<file path="src/hdl/jbt_pkg.sv">
`timescale 1ns / 1ps
// ----------------------------------------------------------------------------
// jbt_pkg
// Shared types, codes and character helpers for the JSON byte tokenizer.
// ----------------------------------------------------------------------------
package jbt_pkg;

  localparam int unsigned LineWidthDef   = 16;
  localparam int unsigned ColumnWidthDef = 16;
  localparam int unsigned ResFifoDepth   = 4;

  typedef enum logic [3:0] {
    TOK_EOF      = 4'd0,
    TOK_LBRACE   = 4'd1,
    TOK_RBRACE   = 4'd2,
    TOK_LBRACKET = 4'd3,
    TOK_RBRACKET = 4'd4,
    TOK_COLON    = 4'd5,
    TOK_COMMA    = 4'd6,
    TOK_STRING   = 4'd7,
    TOK_NUMBER   = 4'd8,
    TOK_TRUE     = 4'd9,
    TOK_FALSE    = 4'd10,
    TOK_NULL     = 4'd11,
    TOK_COMMENT  = 4'd12,
    TOK_INVALID  = 4'd13
  } tok_e;

  // Keyword prefix tracker codes
  localparam logic [3:0] KwNone  = 4'd0;
  localparam logic [3:0] KwT     = 4'd1;
  localparam logic [3:0] KwTrue  = 4'd4;
  localparam logic [3:0] KwF     = 4'd5;
  localparam logic [3:0] KwFalse = 4'd9;
  localparam logic [3:0] KwN     = 4'd10;
  localparam logic [3:0] KwNull  = 4'd13;

  localparam logic [7:0] ChBackslash = 8'h5C;
  localparam logic [7:0] ChSlash     = 8'h2F;
  localparam logic [7:0] ChUnder     = 8'h5F;
  localparam logic [7:0] ChQuote     = 8'h22;
  localparam logic [7:0] ChNewline   = 8'h0A;
  localparam logic [7:0] ChCr        = 8'h0D;
  localparam logic [7:0] ChTab       = 8'h09;
  localparam logic [7:0] ChSpace     = 8'h20;
  localparam logic [7:0] ChMinus     = 8'h2D;
  localparam logic [7:0] ChPlus      = 8'h2B;
  localparam logic [7:0] ChDot       = 8'h2E;

  // One result slot produced by the lexer for an accepted item
  typedef struct packed {
    logic       valid;
    logic       is_token;
    tok_e       ttype;
    logic [7:0] chr;
  } res_t;

  function automatic logic is_digit(input logic [7:0] c);
    return (c >= 8'h30) && (c <= 8'h39);
  endfunction

  function automatic logic is_alpha(input logic [7:0] c);
    return ((c >= 8'h61) && (c <= 8'h7A)) || ((c >= 8'h41) && (c <= 8'h5A));
  endfunction

  // Next expected letter for each keyword prefix; zero where none
  function automatic logic [7:0] kw_next(input logic [3:0] kw);
    logic [7:0] r;
    unique case (kw)
      4'd1:    r = 8'h72; // r
      4'd2:    r = 8'h75; // u
      4'd3:    r = 8'h65; // e
      4'd5:    r = 8'h61; // a
      4'd6:    r = 8'h6C; // l
      4'd7:    r = 8'h73; // s
      4'd8:    r = 8'h65; // e
      4'd10:   r = 8'h75; // u
      4'd11:   r = 8'h6C; // l
      4'd12:   r = 8'h6C; // l
      default: r = 8'h00;
    endcase
    return r;
  endfunction

  function automatic tok_e ident_type(input logic [3:0] kw);
    tok_e t;
    if (kw == KwTrue) begin
      t = TOK_TRUE;
    end else if (kw == KwFalse) begin
      t = TOK_FALSE;
    end else if (kw == KwNull) begin
      t = TOK_NULL;
    end else begin
      t = TOK_STRING;
    end
    return t;
  endfunction

endpackage

</file>
<file path="src/hdl/jbt_lexer.sv">
`timescale 1ns / 1ps
// ----------------------------------------------------------------------------
// jbt_lexer
// Scan state and position counters; decodes one item per cycle, advancing
// only while take_i is high, into up to two result slots.
// ----------------------------------------------------------------------------
module jbt_lexer import jbt_pkg::*; #(
  parameter int unsigned LINE_WIDTH   = LineWidthDef,
  parameter int unsigned COLUMN_WIDTH = ColumnWidthDef
) (
  input  logic                    clk_i,
  input  logic                    rst_ni,
  input  logic                    take_i,
  input  logic                    kind_i,
  input  logic [7:0]              data_i,
  output res_t                    res0_o,
  output res_t                    res1_o,
  output logic [LINE_WIDTH-1:0]   line_o,
  output logic [COLUMN_WIDTH-1:0] col_o
);

  typedef enum logic [2:0] {
    M_IDLE  = 3'd0,
    M_STR   = 3'd1,
    M_ESC   = 3'd2,
    M_NUM   = 3'd3,
    M_IDENT = 3'd4,
    M_SLASH = 3'd5,
    M_CLEAD = 3'd6,
    M_CBODY = 3'd7
  } mode_e;

  typedef enum logic [1:0] {
    POS_HOLD,
    POS_COL,
    POS_LINE
  } pos_e;

  mode_e                   mode_q, mode_d;
  logic [3:0]              kw_q, kw_d;
  logic [LINE_WIDTH-1:0]   line_q, line_d;
  logic [COLUMN_WIDTH-1:0] col_q, col_d;

  pos_e       pos_act;
  logic       idle_run;
  logic       tok_past;
  res_t       pre_res, main_res;
  logic [7:0] c;
  logic [7:0] want;

  assign c    = data_i;
  assign want = kw_next(kw_q);

  always_comb begin
    mode_d   = mode_q;
    kw_d     = kw_q;
    pos_act  = POS_HOLD;
    idle_run = 1'b0;
    tok_past = 1'b0;
    pre_res  = '0;
    main_res = '0;

    if (kind_i) begin
      // End item: close the open token, then eof
      unique case (mode_q)
        M_STR, M_ESC: pre_res = '{valid: 1'b1, is_token: 1'b1, ttype: TOK_STRING, chr: 8'h00};
        M_NUM:        pre_res = '{valid: 1'b1, is_token: 1'b1, ttype: TOK_NUMBER, chr: 8'h00};
        M_IDENT:      pre_res = '{valid: 1'b1, is_token: 1'b1, ttype: ident_type(kw_q),
                                  chr: 8'h00};
        M_SLASH, M_CLEAD, M_CBODY:
                      pre_res = '{valid: 1'b1, is_token: 1'b1, ttype: TOK_COMMENT, chr: 8'h00};
        default:      pre_res = '0;
      endcase
      main_res = '{valid: 1'b1, is_token: 1'b1, ttype: TOK_EOF, chr: 8'h00};
      mode_d   = M_IDLE;
      kw_d     = KwNone;
    end else begin
      unique case (mode_q)
        M_STR: begin
          if (c == ChQuote) begin
            // closing quote: the token reports the position past the quote
            pos_act  = POS_COL;
            tok_past = 1'b1;
            main_res = '{valid: 1'b1, is_token: 1'b1, ttype: TOK_STRING, chr: 8'h00};
            mode_d   = M_IDLE;
          end else begin
            main_res = '{valid: 1'b1, is_token: 1'b0, ttype: TOK_EOF, chr: c};
            pos_act  = (c == ChNewline) ? POS_LINE : POS_COL;
            if (c == ChBackslash) begin
              mode_d = M_ESC;
            end
          end
        end
        M_ESC: begin
          main_res = '{valid: 1'b1, is_token: 1'b0, ttype: TOK_EOF, chr: c};
          pos_act  = (c == ChNewline) ? POS_LINE : POS_COL;
          mode_d   = M_STR;
        end
        M_NUM: begin
          if (is_digit(c) || c == ChDot || c == ChMinus || c == 8'h65 || c == 8'h45 ||
              c == ChPlus || c == ChUnder) begin
            main_res = '{valid: 1'b1, is_token: 1'b0, ttype: TOK_EOF, chr: c};
            pos_act  = POS_COL;
          end else begin
            pre_res  = '{valid: 1'b1, is_token: 1'b1, ttype: TOK_NUMBER, chr: 8'h00};
            idle_run = 1'b1;
          end
        end
        M_IDENT: begin
          if (is_alpha(c) || is_digit(c) || c == ChUnder) begin
            kw_d     = (want != 8'h00 && want == c) ? kw_q + 4'd1 : KwNone;
            main_res = '{valid: 1'b1, is_token: 1'b0, ttype: TOK_EOF, chr: c};
            pos_act  = POS_COL;
          end else begin
            pre_res  = '{valid: 1'b1, is_token: 1'b1, ttype: ident_type(kw_q), chr: 8'h00};
            kw_d     = KwNone;
            idle_run = 1'b1;
          end
        end
        M_SLASH: begin
          if (c == ChSlash) begin
            pos_act = POS_COL;
            mode_d  = M_CLEAD;
          end else begin
            pre_res  = '{valid: 1'b1, is_token: 1'b1, ttype: TOK_INVALID, chr: 8'h00};
            idle_run = 1'b1;
          end
        end
        M_CLEAD, M_CBODY: begin
          if (c == ChNewline) begin
            pre_res  = '{valid: 1'b1, is_token: 1'b1, ttype: TOK_COMMENT, chr: 8'h00};
            idle_run = 1'b1;
          end else if (mode_q == M_CLEAD && (c == ChSpace || c == ChTab || c == ChCr)) begin
            // drop leading blanks of the comment body
            pos_act = POS_COL;
          end else begin
            main_res = '{valid: 1'b1, is_token: 1'b0, ttype: TOK_EOF, chr: c};
            pos_act  = POS_COL;
            mode_d   = M_CBODY;
          end
        end
        default: idle_run = 1'b1;
      endcase

      if (idle_run) begin
        mode_d = M_IDLE;
        priority if (c == ChSpace || c == ChTab || c == ChCr) begin
          pos_act = POS_COL;
        end else if (c == ChNewline) begin
          pos_act = POS_LINE;
        end else if (c == ChSlash) begin
          pos_act = POS_COL;
          mode_d  = M_SLASH;
        end else if (c == 8'h7B) begin
          main_res = '{valid: 1'b1, is_token: 1'b1, ttype: TOK_LBRACE, chr: 8'h00};
          pos_act  = POS_COL;
        end else if (c == 8'h7D) begin
          main_res = '{valid: 1'b1, is_token: 1'b1, ttype: TOK_RBRACE, chr: 8'h00};
          pos_act  = POS_COL;
        end else if (c == 8'h5B) begin
          main_res = '{valid: 1'b1, is_token: 1'b1, ttype: TOK_LBRACKET, chr: 8'h00};
          pos_act  = POS_COL;
        end else if (c == 8'h5D) begin
          main_res = '{valid: 1'b1, is_token: 1'b1, ttype: TOK_RBRACKET, chr: 8'h00};
          pos_act  = POS_COL;
        end else if (c == 8'h3A) begin
          main_res = '{valid: 1'b1, is_token: 1'b1, ttype: TOK_COLON, chr: 8'h00};
          pos_act  = POS_COL;
        end else if (c == 8'h2C) begin
          main_res = '{valid: 1'b1, is_token: 1'b1, ttype: TOK_COMMA, chr: 8'h00};
          pos_act  = POS_COL;
        end else if (c == ChQuote) begin
          pos_act = POS_COL;
          mode_d  = M_STR;
        end else if (is_digit(c) || c == ChMinus) begin
          main_res = '{valid: 1'b1, is_token: 1'b0, ttype: TOK_EOF, chr: c};
          pos_act  = POS_COL;
          mode_d   = M_NUM;
        end else if (is_alpha(c)) begin
          main_res = '{valid: 1'b1, is_token: 1'b0, ttype: TOK_EOF, chr: c};
          kw_d     = (c == 8'h74) ? KwT : (c == 8'h66) ? KwF : (c == 8'h6E) ? KwN : KwNone;
          pos_act  = POS_COL;
          mode_d   = M_IDENT;
        end else begin
          main_res = '{valid: 1'b1, is_token: 1'b1, ttype: TOK_INVALID, chr: 8'h00};
          pos_act  = POS_COL;
        end
      end
    end
  end

  // Saturating position update
  always_comb begin
    line_d = line_q;
    col_d  = col_q;
    unique case (pos_act)
      POS_COL: begin
        if (col_q != '1) begin
          col_d = col_q + COLUMN_WIDTH'(1);
        end
      end
      POS_LINE: begin
        if (line_q != '1) begin
          line_d = line_q + LINE_WIDTH'(1);
        end
        col_d = COLUMN_WIDTH'(1);
      end
      default: ;
    endcase
  end

  always_ff @(posedge clk_i or negedge rst_ni) begin
    if (!rst_ni) begin
      mode_q <= M_IDLE;
      kw_q   <= KwNone;
      line_q <= LINE_WIDTH'(1);
      col_q  <= COLUMN_WIDTH'(1);
    end else if (take_i) begin
      mode_q <= mode_d;
      kw_q   <= kw_d;
      line_q <= line_d;
      col_q  <= col_d;
    end
  end

  // Pack: a token cut by this byte goes first
  assign res0_o = pre_res.valid ? pre_res : main_res;
  assign res1_o = pre_res.valid ? main_res : res_t'('0);
  assign line_o = line_q;
  assign col_o  = tok_past ? col_d : col_q;

endmodule

</file>
<file path="src/hdl/jbt_res_fifo.sv">
`timescale 1ns / 1ps
// ----------------------------------------------------------------------------
// jbt_res_fifo
// Small result queue: up to two writes per cycle, one read per cycle.
// ----------------------------------------------------------------------------
module jbt_res_fifo import jbt_pkg::*; #(
  parameter int unsigned WIDTH = 8,
  parameter int unsigned DEPTH = ResFifoDepth
) (
  input  logic             clk_i,
  input  logic             rst_ni,
  input  logic             push0_i,
  input  logic [WIDTH-1:0] data0_i,
  input  logic             push1_i,
  input  logic [WIDTH-1:0] data1_i,
  input  logic             pop_i,
  output logic             valid_o,
  output logic [WIDTH-1:0] data_o,
  output logic             room2_o
);

  localparam int unsigned PtrW = (DEPTH > 1) ? $clog2(DEPTH) : 1;
  localparam int unsigned CntW = $clog2(DEPTH + 1);

  logic [WIDTH-1:0] mem_q [DEPTH];
  logic [PtrW-1:0]  wr_q, wr_d, rd_q, rd_d, wr_nxt;
  logic [CntW-1:0]  cnt_q, cnt_d;
  logic             do_pop;

  function automatic logic [PtrW-1:0] ptr_inc(input logic [PtrW-1:0] p);
    return (p == PtrW'(DEPTH - 1)) ? '0 : p + PtrW'(1);
  endfunction

  assign do_pop = pop_i && (cnt_q != '0);
  assign wr_nxt = ptr_inc(wr_q);

  always_comb begin
    wr_d  = wr_q;
    rd_d  = rd_q;
    cnt_d = cnt_q;
    if (push0_i && push1_i) begin
      wr_d  = ptr_inc(wr_nxt);
      cnt_d = cnt_d + CntW'(2);
    end else if (push0_i) begin
      wr_d  = wr_nxt;
      cnt_d = cnt_d + CntW'(1);
    end
    if (do_pop) begin
      rd_d  = ptr_inc(rd_q);
      cnt_d = cnt_d - CntW'(1);
    end
  end

  always_ff @(posedge clk_i or negedge rst_ni) begin
    if (!rst_ni) begin
      wr_q  <= '0;
      rd_q  <= '0;
      cnt_q <= '0;
    end else begin
      wr_q  <= wr_d;
      rd_q  <= rd_d;
      cnt_q <= cnt_d;
    end
  end

  always_ff @(posedge clk_i) begin
    if (push0_i) begin
      mem_q[wr_q] <= data0_i;
    end
    if (push0_i && push1_i) begin
      mem_q[wr_nxt] <= data1_i;
    end
  end

  assign valid_o = (cnt_q != '0);
  assign data_o  = mem_q[rd_q];
  assign room2_o = (cnt_q <= CntW'(DEPTH - 2));

endmodule

</file>
<file path="src/hdl/jsonc_byte_tokenizer.sv">
`timescale 1ns / 1ps
// ----------------------------------------------------------------------------
// jsonc_byte_tokenizer
// JSON lexer with line comments: streams literal bytes and token records.
// ----------------------------------------------------------------------------
//
//  Channel   Dir  tdata                        tuser         tlast
//  s_axis    in   [7:0] data_byte              kind          -
//  m_axis    out  token_type, content_byte,    result_kind   last
//                 line_number, column_number
//
// One item per cycle while the queue has room: the lexer decodes the
// accepted byte in the cycle it is accepted and writes its zero, one or two
// results into a four-entry result queue, whose head drives the output.
// Input is taken whenever the queue holds two entries or fewer, so a steady
// stream of one result per byte runs at one item per cycle while the output
// is ready. The input stalls once more than two entries wait: under a run
// of items that each yield two results, bound by the one-result-per-cycle
// output, and under a stalled output, which holds its head item steady.
// Reset returns the lexer to idle at line 1, column 1 and empties the queue.
// ----------------------------------------------------------------------------
module jsonc_byte_tokenizer import jbt_pkg::*; #(
  parameter int unsigned LINE_WIDTH   = LineWidthDef,
  parameter int unsigned COLUMN_WIDTH = ColumnWidthDef,
  localparam int unsigned OutBits     = 12 + LINE_WIDTH + COLUMN_WIDTH,
  localparam int unsigned OutTdataW   = ((OutBits + 7) / 8) * 8
) (
  input  logic                 clk_i,
  input  logic                 rst_ni,
  input  logic                 s_axis_tvalid_i,
  output logic                 s_axis_tready_o,
  input  logic [7:0]           s_axis_tdata_i,  // [7:0] data_byte
  input  logic                 s_axis_tuser_i,  // kind: 0 data byte, 1 end of input
  output logic                 m_axis_tvalid_o,
  input  logic                 m_axis_tready_i,
  // from bit 0: token_type(4), content_byte(8), line_number, column_number, zero pad
  output logic [OutTdataW-1:0] m_axis_tdata_o,
  output logic                 m_axis_tuser_o,  // result_kind: 0 content, 1 token
  output logic                 m_axis_tlast_o   // last result of the input item
);

  localparam int unsigned EntW = OutBits + 2;

  logic                    take;
  logic                    room2;
  res_t                    res0, res1;
  logic [LINE_WIDTH-1:0]   tok_line;
  logic [COLUMN_WIDTH-1:0] tok_col;
  logic [EntW-1:0]         ent0, ent1, ent_out;

  // Accept only while the queue can take the worst case of two results
  assign s_axis_tready_o = room2;
  assign take            = s_axis_tvalid_i && room2;

  jbt_lexer #(
    .LINE_WIDTH   (LINE_WIDTH),
    .COLUMN_WIDTH (COLUMN_WIDTH)
  ) u_lexer (
    .clk_i  (clk_i),
    .rst_ni (rst_ni),
    .take_i (take),
    .kind_i (s_axis_tuser_i),
    .data_i (s_axis_tdata_i),
    .res0_o (res0),
    .res1_o (res1),
    .line_o (tok_line),
    .col_o  (tok_col)
  );

  // Build a queue entry: {last, kind, column, line, byte, type}.
  // Content results carry zero type and position; tokens carry zero byte.
  function automatic logic [EntW-1:0] pack_res(
    input res_t                    r,
    input logic                    is_last,
    input logic [LINE_WIDTH-1:0]   ln,
    input logic [COLUMN_WIDTH-1:0] cl
  );
    logic [LINE_WIDTH-1:0]   l;
    logic [COLUMN_WIDTH-1:0] k;
    logic [3:0]              t;
    logic [7:0]              b;
    l = r.is_token ? ln : '0;
    k = r.is_token ? cl : '0;
    t = r.is_token ? r.ttype : 4'd0;
    b = r.is_token ? 8'h00 : r.chr;
    return {is_last, r.is_token, k, l, b, t};
  endfunction

  assign ent0 = pack_res(res0, !res1.valid, tok_line, tok_col);
  assign ent1 = pack_res(res1, 1'b1, tok_line, tok_col);

  jbt_res_fifo #(
    .WIDTH (EntW),
    .DEPTH (ResFifoDepth)
  ) u_res_fifo (
    .clk_i   (clk_i),
    .rst_ni  (rst_ni),
    .push0_i (take && res0.valid),
    .data0_i (ent0),
    .push1_i (take && res1.valid),
    .data1_i (ent1),
    .pop_i   (m_axis_tready_i),
    .valid_o (m_axis_tvalid_o),
    .data_o  (ent_out),
    .room2_o (room2)
  );

  assign m_axis_tdata_o = OutTdataW'(ent_out[OutBits-1:0]);
  assign m_axis_tuser_o = ent_out[OutBits];
  assign m_axis_tlast_o = ent_out[OutBits+1];

endmodule
</file>
<file path="config.mk">
export PLATFORM = sky130hd
export DESIGN_NAME = jsonc_byte_tokenizer
export DESIGN_NICKNAME = d
export VERILOG_FILES = /design/src/hdl/jbt_pkg.sv /design/src/hdl/jbt_lexer.sv /design/src/hdl/jbt_res_fifo.sv /design/src/hdl/jsonc_byte_tokenizer.sv
export SDC_FILE = /design/constraint.sdc
export NUM_CORES = 1
export LEC_CHECK = 0
export ABC_AREA = 1
export BUFFER_PORTS_ARGS = -buffer_cell sky130_fd_sc_hd__buf_2
export CORE_AREA = 2 2 195 197
export CTS_BUF_LIST = sky130_fd_sc_hd__clkbuf_4
export DETAILED_ROUTE_END_ITERATION = 16
export DIE_AREA = 0 0 197 199
export PLACE_DENSITY = 0.52
export SYNTH_ARGS = -nofsm -noshare
export SYNTH_HDL_FRONTEND = slang
export SYNTH_SLANG_ARGS = --single-unit
</file>
<file path="constraint.sdc">
create_clock -name clk_i -period 5.7 [get_ports clk_i]
set_clock_uncertainty 0.15 [all_clocks]
set_input_delay 0.57 -clock clk_i [delete_from_list [all_inputs] [get_ports clk_i]]
set_output_delay 0.57 -clock clk_i [all_outputs]
set_load 0.01 [all_outputs]
</file>
## After elaboration in Yosys (flattened, before gate mapping)

Memories as Yosys holds them, arrays and structs flattened.
Index checks and enable logic that the tools add are counted.

- Add/subtract/negate cells: 9
- $lt $le $gt $ge: 7
- Equal/unequal tests: 44
- Mux-type cells: 114
- Reductions and logical operators: 32

Operator list:

| kind | count |
|---|---|
| two-way mux 14 bit | 24 |
| one-hot mux 14 bit (4 select lines) | 2 |
| two-way mux 4 bit | 25 |
| two-way mux 16 bit | 6 |
| == test 8 x 7 -> 1 bit, second input constant | 11 |
| one-hot mux 14 bit (5 select lines) | 1 |
| two-way mux 3 bit | 22 |
| == test 8 x 6 -> 1 bit, second input constant | 8 |
| adder 16 x 1 -> 16 bit, second input constant | 2 |
| inequality test 16 bit, second input constant | 2 |
| one-hot mux 16 bit (2 select lines) | 1 |
| two-way mux 13 bit | 2 |
| == test 8 x 4 -> 1 bit, second input constant | 3 |
| two-way mux 2 bit | 10 |
| >= comparator 8 x 7 -> 1 bit, second input constant | 2 |
| <= comparator 8 x 7 -> 1 bit, second input constant | 2 |
| two-way mux 1 bit | 16 |
| two-way mux 8 bit | 2 |
| == test 3 bit, second input constant | 4 |
| logical OR 1 bit | 12 |
| one-hot mux 2 bit (6 select lines) | 1 |
| one-hot mux 3 bit (4 select lines) | 1 |
| logical AND 1 bit | 10 |
| == test 2 bit, second input constant | 4 |
| other kinds (28) | 33 |

- Register bits after elaboration: 46
- RAM bits: 184
- Memory bits (read-only): 112
- Output and inout bits: 52
- Logic and storage cells: 215
- Memories kept: 2

Memory list:

| name | depth | width | rd ports | clocked after Yosys merged registers in | wr ports | line | source |
|---|---|---|---|---|---|---|---|
| u_res_fifo.mem_q | 4 | 46 | 1 | 0 | 2 | jbt_res_fifo.sv:25 | `logic [WIDTH-1:0] mem_q [DEPTH];` |
| (no name shown) | 16 | 7 | 1 | 0 | 0 | jbt_pkg.sv:69 | `unique case (kw)` |

## Logic depth before layout (Yosys ltp)

- Depth in word-level cells: 28
- Depth in mapped cells: 23

## Hierarchy

A second synthesis with hierarchy kept.

- Cells, all modules: 1833
- Area total of the unflattened synthesis: 14264.9 um2

By module, submodules not included:

| module | instances | cells each | area an instance (um2) | seq. area each (um2) |
|---|---|---|---|---|
| jbt_res_fifo | 1 | 987 | 9447.8 | 5700.5 |
| jbt_lexer | 1 | 648 | 3936.3 | 978.4 |
| jsonc_byte_tokenizer | 1 | 198 | 880.8 | 0.0 |

## Least setup slack after synthesis

No wires, ideal clock.

- Path type: input to register
- Start: in s_axis_tdata_i[4]
- End: mem u_res_fifo.mem_q[2][0] (netlist name) (enable)
- Data arrival time: 3.218 ns
- Data required time: 5.147 ns
- Setup slack: 1.929 ns
- Stages on the path: 16
- Path through: buf_2 -> inv_2 -> nand2_2 -> nor2_4 -> nand2_1 -> nand2_1 -> nor2_1 -> nand3_2 -> nand3_4 -> nor2_8 -> inv_4 -> nand3_4 -> nor2_8 -> inv_6 -> buf_8 -> nand2_1

RTL lines:

| what | line | source |
|---|---|---|
| start: declaration | jsonc_byte_tokenizer.sv:32 | `input logic [7:0] s_axis_tdata_i,` |
| end: declaration | jbt_res_fifo.sv:25 |  |

==> impl_results.md <==
- Flop and latch count out of synthesis: 230
- Multiplexer area fraction after synthesis: 0%
- Critical path data required time: 5940 ps
- Synth top area share: 37.0%
- Share of post-route cells with drive strength above 1: 15.1%
- Synth warnings: 0
- Hold Path Class: in2reg
- Setup repair after global routing missed its margin: no
- Simple-gate area share of the yosys netlist: 31.5%
- Predominant post-synthesis flop cell: sky130_fd_sc_hd__edfxtp_1
- Inserted Clock Buffers: 67
- Final critical-path required period: 3860 ps
- Effective utilization at floorplan: 39.4%
- Dominant cell by count in the synthesized netlist: sky130_fd_sc_hd__nand2_1
- Ratio of total power to cell area: 467 nW/um^2
- Remaining antenna violation count: 0
- Adder and majority gate portion of the synthesized area: 1.80%
- Leading cell types by total area after synthesis: sky130_fd_sc_hd__edfxtp_1 (37%), sky130_fd_sc_hd__nand2_1 (15%), sky130_fd_sc_hd__dfrtp_1 (7.5%)
- Leakage dissipation: 7.25 nW
- Top-level port count: 65
- Area of the die: 39200 sq um
- HPWL after detailed placement: 30.0 mm
- Synth-to-Final Area Change: 9.85%
- Critical path start-end classification: reg2reg
- Total negative slack: 0 ps
- Largest fanout on the critical path: 36
- Layout Nets: 1978
- Area of the mapped netlist: 14600 sq um
- Via count of the first global-routing pass: 13500
- Final wirelength: 46.8 mm
- Die X-Extent: 197 microns
- DR DRC count: 0
- Final Instance Area: 16100 sq um
- Share of async-settable or async-resettable flops after synthesis: 20.0%
- CTS tree: yes
- Final estimated routing congestion in global placement: 0.902
- Number of enable-type register cells in the synthesized netlist: 180
- Status: complete, no violations
- Global-route wire length before repair: 74.8 mm
- VDD IR max: 302 uV
- Aggregate global-route resource usage: 24.7%
- Xor and xnor fraction of the mapped netlist area: 1.68%
- Post-synthesis cell type with the largest combined area: sky130_fd_sc_hd__edfxtp_1
- Startpoint kind of the worst setup timing path: flop
- Area of the core: 37100 sq um
- Post-synth top cells: sky130_fd_sc_hd__nand2_1 (591), sky130_fd_sc_hd__nor2_1 (196), sky130_fd_sc_hd__edfxtp_1 (180)
- DR vias: 13200
- Number of design-rule violations left by the first detailed-router iteration: 956
- Internal reg-to-reg setup slack: 1840 ps
- Number of H-tree branching levels: 3
- Worst-path clk slew: 50 ps
- Maximum buffer depth of the clock tree: 3
- Worst Setup End Kind: flop
- DR WL/cell: 18.9 microns
- Largest family of logic cells by synthesized area: simple AND/OR/NAND/NOR gates
- FILL cells: 3829
- Final number of max-transition violations: 0
- Final setup vio count: 0
- Unique masters post-synth: 56
- Buffer type at the clock tree root: sky130_fd_sc_hd__clkbuf_4
- Compound-cell area share of the yosys netlist: 11.1%
- Number of clock sinks: 230
- Die height: 199 microns
- Max-slew headroom: 22.9%
- Pin count of the biggest net entering global routing: 95
- Final worst-path cycle share: 67.7%
- Length of the first detailed-routing pass in iterations: 8
- Synth Area per Inst: 7.75 sq um
- Num rows: 71
- DR vias/cell: 5.35
- Core utilization of the finished layout: 43.2%
- Cell area after placement: 15100 sq um
- Worst Path Arrival: 4100 ps
- Tightest Pin Transition: 1150 ps
- Total design power: 7.50 mW
- Final Hold Fails: 0
- Sequential area share after synthesis: 45.4%
- Count of input and output buffers: 60
- Insertion delay to the later sink of the worst-skew pair: 730 ps
- Leftover overflow at the end of global routing: 0
- Number of instances in the synthesized netlist: 1887
- Peak Freq: 259 MHz
- Antenna violations before repair: 1
- Max-cap check violation count: 0
## timing repair
action	in CTS	in global routing
buffers inserted	0	0
hold buffers	2	0
endpoints found under the hold margin	46	0
resized for setup	0	0
## registers in the layout (all words and copies together), names as in the netlist
name	count
u_res_fifo.rd_q	2
u_lexer.col_q	16
u_res_fifo.mem_q	184
u_lexer.kw_q	4
u_res_fifo.wr_q	2
u_res_fifo.cnt_q	3
u_lexer.mode_q	3
u_lexer.line_o	16
## layout make-up
type,count,area (sq um),share of cell area [%]
antenna,2,5.00,0.0312
multi-input combinational,1394,6770,42.1
timing repair buffer,85,518,3.23
inverter,166,638,3.97
clock buffer,106,796,4.96
clock inverter,12,101,0.631
tap,474,593,3.69
sequential,230,6640,41.4
## layer usage
metal / share of wire, % / track usage [%] / vias up
li1: - / - / 6431
met1: 43 / 31.8 / 6212
met4: 2.7 / 10.2 / 0
met3: 7.0 / 4.85 / 95
met2: 47 / 41.0 / 467
met5: 0 / 0 / -
## critical path: stages (launching register included)
cell and delay (ps):
sky130_fd_sc_hd__dfrtp_1 420, sky130_fd_sc_hd__inv_1 110, sky130_fd_sc_hd__ha_1 150, sky130_fd_sc_hd__inv_1 40, sky130_fd_sc_hd__nand2_1 70, sky130_fd_sc_hd__nand2_1 270
sky130_fd_sc_hd__inv_2 550, sky130_fd_sc_hd__nand3_4 340, sky130_fd_sc_hd__nor2_8 200, sky130_fd_sc_hd__inv_6 170, sky130_fd_sc_hd__nand2_2 650, sky130_fd_sc_hd__buf_4 360
## worst paths after layout
kind	cells after the start	start	end
max	11	u_res_fifo.cnt_q[1]	u_res_fifo.mem_q[2][20]
min	2	s_axis_tuser_i	u_lexer.mode_q[0]
max reg2reg	11	u_res_fifo.cnt_q[1]	u_res_fifo.mem_q[2][20]
min reg2reg	2	u_res_fifo.mem_q[2][45]	u_res_fifo.mem_q[2][45]
max in group asynchronous	3	rst_ni	u_res_fifo.rd_q[0]
min in group asynchronous	3	rst_ni	u_lexer.col_q[13]
## report_power, final
part	internal, mW	total, mW	switching (mW)
Clock	0.929	1.66	0.730
Sequential	2.20	2.37	0.165
Combinational	0.910	3.47	2.56
## per-stage QoR
| stage | worst slack [ps] | hold slack (ps) | std cells |
|---|---|---|---|
| 6_report | 1840 | 130 | 2469 |
| 5_1_grt | 1540 | 104 | 2469 |
| 4_1_cts | 1690 | 44.5 | 2467 |
| 3_5_place_dp | 1280 | 313 | 2347 |
| 3_3_place_gp | 1270 | 314 | 2347 |
| 2_1_floorplan | 1930 | 124 | 1890 |
## cell usage in the layout, fill, tap and decap left out, types with 3 or more instances in the layout
cell                         n
sky130_fd_sc_hd__o211ai_1    9
sky130_fd_sc_hd__o21ai_0   175
sky130_fd_sc_hd__clkbuf_4  106
sky130_fd_sc_hd__inv_4       4
sky130_fd_sc_hd__buf_4      21
sky130_fd_sc_hd__o22ai_1    53
sky130_fd_sc_hd__nand3_1   174
sky130_fd_sc_hd__nand2_1   587
sky130_fd_sc_hd__o221ai_1    3
sky130_fd_sc_hd__nand3_2    13
sky130_fd_sc_hd__a21oi_1    13
sky130_fd_sc_hd__buf_2      60
sky130_fd_sc_hd__clkinv_1    8
sky130_fd_sc_hd__dfxtp_1     4
sky130_fd_sc_hd__nor3_1     17
sky130_fd_sc_hd__nor2_4      6
sky130_fd_sc_hd__a21oi_2     6
sky130_fd_sc_hd__edfxtp_1  180
sky130_fd_sc_hd__o21ai_1     4
sky130_fd_sc_hd__nor4_1      5
sky130_fd_sc_hd__nand4_1    15
sky130_fd_sc_hd__conb_1      4
sky130_fd_sc_hd__nand2_4     3
sky130_fd_sc_hd__ha_1       21
sky130_fd_sc_hd__xor2_1     28
sky130_fd_sc_hd__nand2_2    12
sky130_fd_sc_hd__nor2_1    196
sky130_fd_sc_hd__inv_1     127
sky130_fd_sc_hd__inv_2      35
sky130_fd_sc_hd__o31ai_1     5
sky130_fd_sc_hd__nor2_8      5
sky130_fd_sc_hd__nor2_2     11
sky130_fd_sc_hd__dfrtp_1    43
sky130_fd_sc_hd__o21bai_1    5
sky130_fd_sc_hd__a22o_1      4
## cells by family (layout without fill, tap and decap cells)
logic type                 Yosys count  in the layout
xor gates and xnor gates            28             28
adders and majority gates           21             21
AOI/OAI and AO/OA                  286            286
DFF                                230            230
and+or+nand+nor                   1055           1055
other                                1              6
buffers and inverters              266            369
No activity file was read; power rests on OpenSTA's default activity.
